`src/hw/rtl/bps_pkg.sv`:
```
// ----------------------------------------------------------------------------
// Byte pre-tokenizer splitter package
// Shared types, byte class codes and the classification function.
// ----------------------------------------------------------------------------
package bps_pkg;

  localparam int unsigned ByteW     = 8;
  localparam int unsigned FifoDepth = 4;
  localparam int unsigned FifoPtrW  = $clog2(FifoDepth);
  localparam int unsigned WinDepth  = 3;

  localparam logic [ByteW-1:0] ChApos  = 8'h27;
  localparam logic [ByteW-1:0] ChSpace = 8'h20;
  localparam logic [ByteW-1:0] ChTab   = 8'h09;
  localparam logic [ByteW-1:0] ChLf    = 8'h0a;
  localparam logic [ByteW-1:0] ChVt    = 8'h0b;
  localparam logic [ByteW-1:0] ChFf    = 8'h0c;
  localparam logic [ByteW-1:0] ChCr    = 8'h0d;
  localparam logic [ByteW-1:0] ChLowS  = 8'h73;
  localparam logic [ByteW-1:0] ChLowT  = 8'h74;
  localparam logic [ByteW-1:0] ChLowM  = 8'h6d;
  localparam logic [ByteW-1:0] ChLowD  = 8'h64;
  localparam logic [ByteW-1:0] ChLowR  = 8'h72;
  localparam logic [ByteW-1:0] ChLowV  = 8'h76;
  localparam logic [ByteW-1:0] ChLowL  = 8'h6c;
  localparam logic [ByteW-1:0] ChLowE  = 8'h65;
  localparam logic [ByteW-1:0] ChHigh  = 8'h80;

  typedef enum logic [2:0] {
    KIND_NONE   = 3'd0,
    KIND_LETTER = 3'd1,
    KIND_DIGIT  = 3'd2,
    KIND_SYMBOL = 3'd3,
    KIND_SPACE  = 3'd4,
    KIND_PREFIX = 3'd5
  } kind_e;

  // One byte ready for the boundary decision, with its lookahead.
  typedef struct packed {
    logic [ByteW-1:0] cur;
    logic             v1;
    logic [ByteW-1:0] n1;
    logic             v2;
    logic [ByteW-1:0] n2;
    logic             last;
  } entry_t;

  function automatic kind_e class_of(input logic [ByteW-1:0] c);
    kind_e k;
    if (((c >= 8'h41) && (c <= 8'h5a)) || ((c >= 8'h61) && (c <= 8'h7a)) || (c >= ChHigh)) begin
      k = KIND_LETTER;
    end else if ((c >= 8'h30) && (c <= 8'h39)) begin
      k = KIND_DIGIT;
    end else if ((c == ChSpace) || (c == ChTab) || (c == ChLf) || (c == ChCr) ||
                 (c == ChVt) || (c == ChFf)) begin
      k = KIND_SPACE;
    end else begin
      k = KIND_SYMBOL;
    end
    return k;
  endfunction

endpackage

```
`src/hw/rtl/byte_pretokenizer_splitter.sv`:
```
// ----------------------------------------------------------------------------
// Byte pre-tokenizer splitter
// Marks the first byte of every pre-token piece in a stream of text bytes.
// ----------------------------------------------------------------------------
// Each input word carries one byte of a text segment; each output word gives
// the same byte back, in order, with piece_start_o set where a new piece
// begins and segment_end_o set on the segment's final byte. A piece is an
// apostrophe contraction ('s 't 'm 'd 're 've 'll) where a piece would begin,
// an optional single space followed by a run of letters, digits or symbols
// (bytes at or above 0x80 are letters), or a run of whitespace. Two bytes of
// lookahead are held, so an output word leaves only once the second byte
// after it has arrived, or once segment_last_i has been seen. In steady flow
// the block takes and gives one word per clock; a byte released by an input
// word passes through the window, the queue and the output register. A word
// with segment_last_i set makes the front end drain its window, one held
// byte per cycle while the queue has room, and the input stalls until the
// window is empty at each segment end. A four-entry queue separates the
// front end from the decision logic, and a registered output stage lets the
// input keep flowing while a finished word waits to be taken.
// ----------------------------------------------------------------------------
module byte_pretokenizer_splitter import bps_pkg::*; (
  input  logic             clk_i,
  input  logic             rst_ni,
  input  logic             in_valid_i,
  output logic             in_ready_o,
  input  logic [ByteW-1:0] byte_in_i,
  input  logic             segment_last_i,
  output logic             out_valid_o,
  input  logic             out_ready_i,
  output logic [ByteW-1:0] byte_out_o,
  output logic             piece_start_o,
  output logic             segment_end_o
);

  entry_t push_entry, pop_entry;
  logic   push, full, pop, empty;

  // The front end owns the lookahead window and the segment-end drain.
  bps_front u_front (
    .clk_i          (clk_i),
    .rst_ni         (rst_ni),
    .in_valid_i     (in_valid_i),
    .in_ready_o     (in_ready_o),
    .byte_in_i      (byte_in_i),
    .segment_last_i (segment_last_i),
    .push_o         (push),
    .entry_o        (push_entry),
    .full_i         (full)
  );

  // The queue lets the output side stall without blocking the window.
  bps_fifo u_fifo (
    .clk_i   (clk_i),
    .rst_ni  (rst_ni),
    .push_i  (push),
    .wdata_i (push_entry),
    .full_o  (full),
    .pop_i   (pop),
    .rdata_o (pop_entry),
    .empty_o (empty)
  );

  // The back end keeps the piece state and registers each result word.
  bps_back u_back (
    .clk_i         (clk_i),
    .rst_ni        (rst_ni),
    .entry_i       (pop_entry),
    .empty_i       (empty),
    .pop_o         (pop),
    .out_valid_o   (out_valid_o),
    .out_ready_i   (out_ready_i),
    .byte_out_o    (byte_out_o),
    .piece_start_o (piece_start_o),
    .segment_end_o (segment_end_o)
  );

endmodule

```
`src/hw/rtl/bps_front.sv`:
```
// ----------------------------------------------------------------------------
// Splitter front end
// Holds the lookahead window and hands each byte with its two followers
// to the queue. Drains the window on a segment end, one byte per cycle while the queue has room.
// ----------------------------------------------------------------------------
module bps_front import bps_pkg::*; (
  input  logic             clk_i,
  input  logic             rst_ni,
  input  logic             in_valid_i,
  output logic             in_ready_o,
  input  logic [ByteW-1:0] byte_in_i,
  input  logic             segment_last_i,
  output logic             push_o,
  output entry_t           entry_o,
  input  logic             full_i
);

  logic [ByteW-1:0] win_q [WinDepth];
  logic [ByteW-1:0] win_d [WinDepth];
  logic [1:0]       cnt_q, cnt_d, cnt_pop;
  logic             flush_q, flush_d;
  logic             pop, accept;

  assign pop        = ((cnt_q == 2'd3) || (flush_q && (cnt_q != 2'd0))) && !full_i;
  assign in_ready_o = !flush_q && ((cnt_q != 2'd3) || pop);
  assign accept     = in_valid_i && in_ready_o;

  assign push_o        = pop;
  assign entry_o.cur   = win_q[0];
  assign entry_o.v1    = cnt_q >= 2'd2;
  assign entry_o.n1    = win_q[1];
  assign entry_o.v2    = cnt_q == 2'd3;
  assign entry_o.n2    = win_q[2];
  assign entry_o.last  = flush_q && (cnt_q == 2'd1);

  always_comb begin
    win_d   = win_q;
    cnt_pop = cnt_q;
    if (pop) begin
      win_d[0] = win_q[1];
      win_d[1] = win_q[2];
      cnt_pop  = cnt_q - 2'd1;
    end
    cnt_d = cnt_pop;
    if (accept) begin
      win_d[cnt_pop] = byte_in_i;
      cnt_d          = cnt_pop + 2'd1;
    end
  end

  always_comb begin
    flush_d = flush_q;
    if (accept && segment_last_i) begin
      flush_d = 1'b1;
    end else if (pop && flush_q && (cnt_q == 2'd1)) begin
      flush_d = 1'b0;
    end
  end

  always_ff @(posedge clk_i or negedge rst_ni) begin
    if (!rst_ni) begin
      cnt_q   <= 2'd0;
      flush_q <= 1'b0;
    end else begin
      cnt_q   <= cnt_d;
      flush_q <= flush_d;
    end
  end

  always_ff @(posedge clk_i) begin
    win_q <= win_d;
  end

endmodule

```
`src/hw/rtl/bps_fifo.sv`:
```
// ----------------------------------------------------------------------------
// Splitter queue
// Short first-in first-out queue of decision entries between front and back.
// ----------------------------------------------------------------------------
module bps_fifo import bps_pkg::*; (
  input  logic   clk_i,
  input  logic   rst_ni,
  input  logic   push_i,
  input  entry_t wdata_i,
  output logic   full_o,
  input  logic   pop_i,
  output entry_t rdata_o,
  output logic   empty_o
);

  entry_t              mem_q [FifoDepth];
  logic [FifoPtrW-1:0] wr_q, rd_q;
  logic [FifoPtrW:0]   cnt_q;
  logic                do_push, do_pop;

  assign full_o  = cnt_q == (FifoPtrW+1)'(FifoDepth);
  assign empty_o = cnt_q == '0;
  assign do_push = push_i && !full_o;
  assign do_pop  = pop_i && !empty_o;
  assign rdata_o = mem_q[rd_q];

  always_ff @(posedge clk_i or negedge rst_ni) begin
    if (!rst_ni) begin
      wr_q  <= '0;
      rd_q  <= '0;
      cnt_q <= '0;
    end else begin
      if (do_push) begin
        wr_q <= wr_q + 1'b1;
      end
      if (do_pop) begin
        rd_q <= rd_q + 1'b1;
      end
      cnt_q <= cnt_q + (FifoPtrW+1)'(do_push) - (FifoPtrW+1)'(do_pop);
    end
  end

  always_ff @(posedge clk_i) begin
    if (do_push) begin
      mem_q[wr_q] <= wdata_i;
    end
  end

endmodule

```
`src/hw/rtl/bps_back.sv`:
```
// ----------------------------------------------------------------------------
// Splitter back end
// Tracks the piece in progress, decides the piece boundary for each byte
// and holds the result in the output register.
// ----------------------------------------------------------------------------
module bps_back import bps_pkg::*; (
  input  logic             clk_i,
  input  logic             rst_ni,
  input  entry_t           entry_i,
  input  logic             empty_i,
  output logic             pop_o,
  output logic             out_valid_o,
  input  logic             out_ready_i,
  output logic [ByteW-1:0] byte_out_o,
  output logic             piece_start_o,
  output logic             segment_end_o
);

  kind_e            run_q, run_d;
  logic [1:0]       left_q, left_d;
  logic             valid_q;
  logic [ByteW-1:0] byte_q;
  logic             start_q, start_d, end_q;
  kind_e            k;
  logic             short_c, long_c;

  assign pop_o = !empty_i && (!valid_q || out_ready_i);
  assign k     = class_of(entry_i.cur);

  assign short_c = (entry_i.n1 == ChLowS) || (entry_i.n1 == ChLowT) ||
                   (entry_i.n1 == ChLowM) || (entry_i.n1 == ChLowD);
  assign long_c  = entry_i.v2 &&
                   (((entry_i.n1 == ChLowR) && (entry_i.n2 == ChLowE)) ||
                    ((entry_i.n1 == ChLowV) && (entry_i.n2 == ChLowE)) ||
                    ((entry_i.n1 == ChLowL) && (entry_i.n2 == ChLowL)));

  always_comb begin
    run_d   = run_q;
    left_d  = left_q;
    start_d = 1'b0;
    if (left_q != 2'd0) begin
      left_d = left_q - 2'd1;
    end else if (run_q == KIND_PREFIX) begin
      run_d = k;
    end else if ((run_q != KIND_NONE) && (run_q == k)) begin
      start_d = 1'b0;
    end else begin
      start_d = 1'b1;
      run_d   = k;
      if ((entry_i.cur == ChApos) && entry_i.v1) begin
        if (short_c) begin
          left_d = 2'd1;
          run_d  = KIND_NONE;
        end else if (long_c) begin
          left_d = 2'd2;
          run_d  = KIND_NONE;
        end
      end else if (entry_i.cur == ChSpace) begin
        run_d = KIND_PREFIX;
      end
    end
    // The segment's final byte returns the piece state to its start value.
    if (entry_i.last) begin
      run_d  = KIND_NONE;
      left_d = 2'd0;
    end
  end

  always_ff @(posedge clk_i or negedge rst_ni) begin
    if (!rst_ni) begin
      run_q   <= KIND_NONE;
      left_q  <= 2'd0;
      valid_q <= 1'b0;
    end else begin
      if (pop_o) begin
        run_q   <= run_d;
        left_q  <= left_d;
        valid_q <= 1'b1;
      end else if (out_ready_i) begin
        valid_q <= 1'b0;
      end
    end
  end

  always_ff @(posedge clk_i) begin
    if (pop_o) begin
      byte_q  <= entry_i.cur;
      start_q <= start_d;
      end_q   <= entry_i.last;
    end
  end

  assign out_valid_o   = valid_q;
  assign byte_out_o    = byte_q;
  assign piece_start_o = start_q;
  assign segment_end_o = end_q;

endmodule

```
`config.mk`:
```
export PLATFORM = sky130hd
export DESIGN_NAME = byte_pretokenizer_splitter
export DESIGN_NICKNAME = d
export VERILOG_FILES = /design/src/hw/rtl/bps_pkg.sv /design/src/hw/rtl/byte_pretokenizer_splitter.sv /design/src/hw/rtl/bps_front.sv /design/src/hw/rtl/bps_fifo.sv /design/src/hw/rtl/bps_back.sv
export SDC_FILE = /design/constraint.sdc
export NUM_CORES = 1
export LEC_CHECK = 0
export CORE_MARGIN = 2
export CORE_UTILIZATION = 65
export DETAILED_ROUTE_END_ITERATION = 10
export DONT_BUFFER_PORTS = 1
export MAX_ROUTING_LAYER = met4
export PLACE_DENSITY = 0.81
export SYNTH_ARGS = -nofsm -noshare
export SYNTH_HDL_FRONTEND = slang
export SYNTH_SLANG_ARGS = --single-unit
```
`constraint.sdc`:
```
create_clock -name clk_i -period 6.05 [get_ports clk_i]
set_input_delay 0.9075 -clock clk_i [delete_from_list [all_inputs] [get_ports clk_i]]
set_output_delay 0.9075 -clock clk_i [all_outputs]
set_load 0.01 [all_outputs]
```
==> impl_metrics.yaml, run 1 <==
floorplanning:
  die_w_um: 102
  core_area_sq_um: 9280
  die_area_sq_um: 10500
  io_pins: 25
  start_util_pct: 67.6
  row_count: 35
  die_h_um: 102
finish:
  area_growth_pct: 12.3
  antennaDiodeCount: 0
  final_nets: 437
  regArea_sq_um: 4500
  layout_commonest_cell: "edfxtp_1"
  stdcell_area_sq_um: 7050
  drive_above_1_share_pct: 13.7
  final_cell_mix: "edfxtp_1, nand2_1, nor2_1"
  fillers: 539
  multi_input_area_sq_um: 1640
hold_path:
  min_path_type: "in -> async"
pwr:
  pwr-share-clk_pct: 25.5
  p_int_mw: 2.95
  leakagePower_nw: 2.52
  combPwrFrac_pct: 29.1
  switchingPower_mw: 1.46
  power.density_nw_per_um2: 626
  power.share.sequential_pct: 45.5
  switching_share_pct: 33.2
  ir_drop_mv: 0.433
clocking:
  postCtsSetupBuffers: 0
  hold_buffers: 0
  htreeDepth: 4
  cts_tree: "built"
  cts.sinks: 158
  root_buffer: "clkbuf_8"
  clk_pin_slew_worst_paths_ns: 0.06
  cts_resized: 0
  clk_path_buf_depth: 2
  cts_buffers: 17
  clkLatencyLatePin_ns: 0.53
setup_path:
  crit_path_end_kind: "flip-flop"
  cp_max_fo: 16
  cp.required_ns: 6.46
  arrival_ns: 4.15
  crit_path_start_kind: "flip-flop"
  path_class: "reg -> reg"
timing:
  max_freq_mhz: 267
  worst_pin_slew_ns: 0.864
  timing_hold_violations_final: 0
  finClkSkew_ns: 0.00776
  max_slew_margin_pct: 40.9
  maxSlewViolCount: 0
  fin_crit_ns: 3.74
  fin_tns_setup_ns: 0
  fin_crit_sh_pct: 61.9
  setup_viol: 0
  rsz0062_at_grt: "false"
synthesis:
  netlist.area_leader.share_pct: 60.3
  synth-seq-cells: 158
  avgSynthCellArea_sq_um: 15.8
  netlist_area_sq_um: 6270
  syn_inst: 396
  yosys.area.top_type: "edfxtp_1"
  synth_nets: 423
  synth_area_leaders: "edfxtp_1, dfrtp_1, dfxtp_1"
  synth_cell_types: 55
  async_flop_share_pct: 10.1
  ys_seq_area_share_pct: 71.8
  synth_flop_cell: "edfxtp_1"
  yosysWarnings: 0
  synth_enable_flop_cells: 126
drt:
  dr.first_iter.drc_count: 287
  dr.pass1.iters: 5
  wl_per_cell_um: 21.3
  via_per_inst: 6.21
  vias: 3423
  ant_nets: 0
  drc_errors: 0
  wirelength_um: 11700
run:
  max-cap-violations: 0
global_routing:
  grt_pass1_vias: 3414
  track_usage_pct: 25.3
  grt_overflow_total: 0
  grt_max_degree: 28
  grt_first_pass_wirelength_um: 18300
  antenna_found_initial: 0
placed_design:
  hpwlAfterDp_um: 7080
  gp_congestion: 0.820
  place_area_sq_um: 6420
  io_buffers: 0
run_status:
  status: "finished clean"
logic make-up after synthesis:
logic type | after synthesis | synth area share (%)
flops | 158 | 71.8
simple gates | 120 | 9.97
compound gates | 47 | 5.07
buf+inv | 28 | 2.03
mux | 22 | 7.24
fa+ha+maj | 14 | 2.91
xor+xnor | 7 | 0.977
final cells by class:
cell class	count	area share [%]
well taps	129	2.29
inverters	16	0.852
repair buffers	7	0.746
flip-flops and latches	158	63.9
multi-input cells	210	23.3
clock buffers	17	5.88
clock inverters	14	3.04
worst paths after layout:
check                                     from                   to  slack [ns]  cells past startpoint
setup / recovery                u_fifo.rd_q[0]      u_back.run_q[0]        2.31                      9
hold / removal                          rst_ni       u_fifo.wr_q[0]        0.07                      0
setup reg to reg                u_fifo.rd_q[0]      u_back.run_q[0]        2.31                      9
hold reg to reg            u_front.entry_o[25]  u_fifo.mem_q[0][25]        0.52                      0
max in group asynchronous               rst_ni       u_fifo.rd_q[0]        5.90                      0
min in group clk_i                byte_in_i[6]            flip-flop        0.47                      0
state kept, by name, indices dropped and copies added (netlist names), named ones only:
register and flops:
u_fifo.rd_q 2, u_front.entry_o 16, u_fifo.wr_q 2, u_fifo.mem_q 108, u_back.left_q 2, u_back.segment_end_o 1, u_back.run_q 3, u_front.cnt_q 2
u_front.flush_q 1, u_back.piece_start_o 1, u_back.out_valid_o 1, u_back.byte_out_o 8, u_fifo.cnt_q 3
critical path: stages (launching register included):
cell      delay [ns]
dfrtp_1         0.79
buf_4           0.40
mux4_2          0.64
a21oi_1         0.20
nor3_1          0.07
nor3_1          0.37
mux2i_1         0.37
o221ai_2        0.20
a21o_1          0.26
mux2_4          0.31
power by group through the flow:
| stage | combinational [mW] | sequential (mW) | clock [mW] |
|---|---|---|---|
| 2_1_floorplan | 1.01 | 1.90 | 0 |
| 3_3_place_gp | 1.20 | 1.98 | 0 |
| 3_5_place_dp | 1.26 | 2.01 | 0 |
| 4_1_cts | 1.28 | 2.00 | 1.14 |
| 5_1_grt | 1.43 | 2.05 | 1.17 |
| 6_report | 1.28 | 2.01 | 1.13 |
synth_stat cells, types with 7 or more instances:
cell and instances:
dfrtp_1 16, dfxtp_1 16, mux4_2 14, edfxtp_1 126, ha_1 13, inv_1 15
xnor2_1 7, nand3b_1 7, nor2_1 27, nand2_1 44, a31oi_1 17, clkbuf_1 7
per-stage QoR:
stage                     hold WS (ns)  worst slack [ns]  total power [mW]  utilization [%]  cells
after floorplan                  0.460              3.33              2.91                -    396
after global placement           0.481              2.40              3.18             69.2    520
after detailed placement         0.502              2.30              3.28             69.2    520
after CTS                       0.0582              2.25              4.42             75.9    551
after global routing            0.0475              2.07              4.65             75.9    551
final                           0.0719              2.31              4.42             75.9    551
per-layer routing:
layer / vias up / wire length, um / global-route usage (%) / part of all wire, %
li1: 1538 / - / - / -
met1: 1702 / 4770 / 32.7 / 41
met2: 158 / 5820 / 39.5 / 50
met3: 25 / 926 / 7.46 / 7.9
met4: 0 / 224 / 7.79 / 1.9
met5: - / 0 / - / 0
No activity file was read; power rests on OpenSTA's default activity.
==> inputs of run 2 (changes only) <==
Settings changed: CORE_UTILIZATION 65 to 63, PLACE_DENSITY 0.81 to 0.79.
Clock period 6.05 ns to 3.78 ns, I/O delays scaled along.
==> impl_metrics.yaml, run 2 (synthesized netlist as in run 1, its figures left out) <==
global_routing:
  grt_max_degree: 28
  antenna_found_initial: 0
  grt_pass1_vias: 3464
  track_usage_pct: 23.4
  grt_overflow_total: 0
  grt_first_pass_wirelength_um: 18300
clocking:
  clk_pin_slew_worst_paths_ns: 0.06
  cts_tree: "built"
  postCtsSetupBuffers: 0
  cts_buffers: 17
  root_buffer: "clkbuf_8"
  clkLatencyLatePin_ns: 0.52
  hold_buffers: 1
  cts_resized: 0
  cts.sinks: 158
  htreeDepth: 4
  clk_path_buf_depth: 2
floorplanning:
  core_area_sq_um: 9730
  die_w_um: 104
  die_area_sq_um: 10800
  row_count: 36
  io_pins: 25
  die_h_um: 104
  start_util_pct: 64.5
timing:
  holdWs_ns: 0.140
  setup_viol: 0
  finClkSkew_ns: 0.0104
  rsz0062_at_grt: "false"
  maxSlewViolCount: 0
  timing_hold_violations_final: 0
  fin_tns_setup_ns: 0
  max_slew_margin_pct: 48.9
  fin_ws_ns: 0.463
  max_freq_mhz: 302
  fin_crit_sh_pct: 87.7
  worst_pin_slew_ns: 0.765
  fin_crit_ns: 3.32
finish:
  layout_commonest_cell: "edfxtp_1"
  fillers: 587
  largest_register_ffs: 108
  final_cell_mix: "edfxtp_1, nand2_1, nor2_1"
  finalCoreUtilization_pct: 72.8
  final_nets: 441
  regMostFlops: "u_fifo.mem_q"
  antennaDiodeCount: 0
  area_growth_pct: 12.8
  stdcell_count: 560
  drive_above_1_share_pct: 14.1
  stdcell_area_sq_um: 7080
placed_design:
  placed_cells: 527
  io_buffers: 0
  hpwlAfterDp_um: 7100
  place_ws_ns: 0.453
  place_area_sq_um: 6450
  gp_congestion: 0.800
run:
  max-cap-violations: 0
setup_path:
  crit_path_start_kind: "flip-flop"
  cp_max_fo: 12
  cp.required_ns: 4.18
  path_class: "reg -> reg"
  arrival_ns: 3.72
  reg2reg_slack_ns: 0.46
  crit_path_end_kind: "flip-flop"
hold_path:
  min_path_type: "in -> reg"
drt:
  wirelength_um: 11500
  drc_errors: 0
  ant_nets: 0
  via_per_inst: 5.98
  dr.first_iter.drc_count: 360
  wl_per_cell_um: 20.6
  dr.pass1.iters: 5
  vias: 3350
pwr:
  ir_drop_mv: 0.727
  p_total_mw: 7.06
  leakagePower_nw: 2.53
  power.density_nw_per_um2: 997
run_status:
  status: "finished clean"
-- run 2: routing by layer --
layer | up-vias | global-route usage (%) | wire (um)
met4 | 0 | 9.75 | 266
li1 | 1541 | - | -
met3 | 22 | 5.92 | 652
met5 | - | - | 0
met2 | 113 | 36.9 | 5710
met1 | 1674 | 29.4 | 4880
-- run 2: report_power, final --
| group | internal (mW) | leakage, nW | switching [mW] |
|---|---|---|---|
| logic | 0.833 | 0.745 | 1.24 |
| clock network | 1.14 | 0.297 | 0.635 |
| registers | 2.77 | 1.49 | 0.443 |
| total | 4.75 | 2.53 | 2.31 |
-- run 2: final cells by class --
| type | instances | area [sq um] | share of cell area [%] |
|---|---|---|---|
| multi-input cells | 210 | 1640 | 23.2 |
| well taps | 133 | 166 | 2.35 |
| inverters | 16 | 60.1 | 0.848 |
| clock inverters | 11 | 193 | 2.72 |
| repair buffers | 11 | 85.1 | 1.20 |
| clock buffers | 21 | 429 | 6.06 |
| flip-flops and latches | 158 | 4500 | 63.6 |
-- run 2: path summary, 6_finish.rpt --
path / endpoint / from / depth (start not counted)
worst max-delay path: u_back.run_q[1] / u_fifo.rd_q[0] / 9
worst min-delay path: flip-flop / byte_in_i[3] / 0
worst max register to register: u_back.run_q[1] / u_fifo.rd_q[0] / 9
worst min register to register: u_back.run_q[2] / u_back.run_q[2] / 1
max in group asynchronous: u_fifo.rd_q[0] / rst_ni / 1
min in group asynchronous: u_back.run_q[1] / rst_ni / 1
-- run 2: worst max-delay path, cell delays in order (launching register included) --
cell and delay, ns:
dfrtp_1 0.77, buf_4 0.30, mux4_1 0.68, or4b_1 0.22, a21oi_1 0.08, o21ai_2 0.24, nand2b_2 0.11, o221ai_2 0.26
a21o_1 0.25, mux2_4 0.31
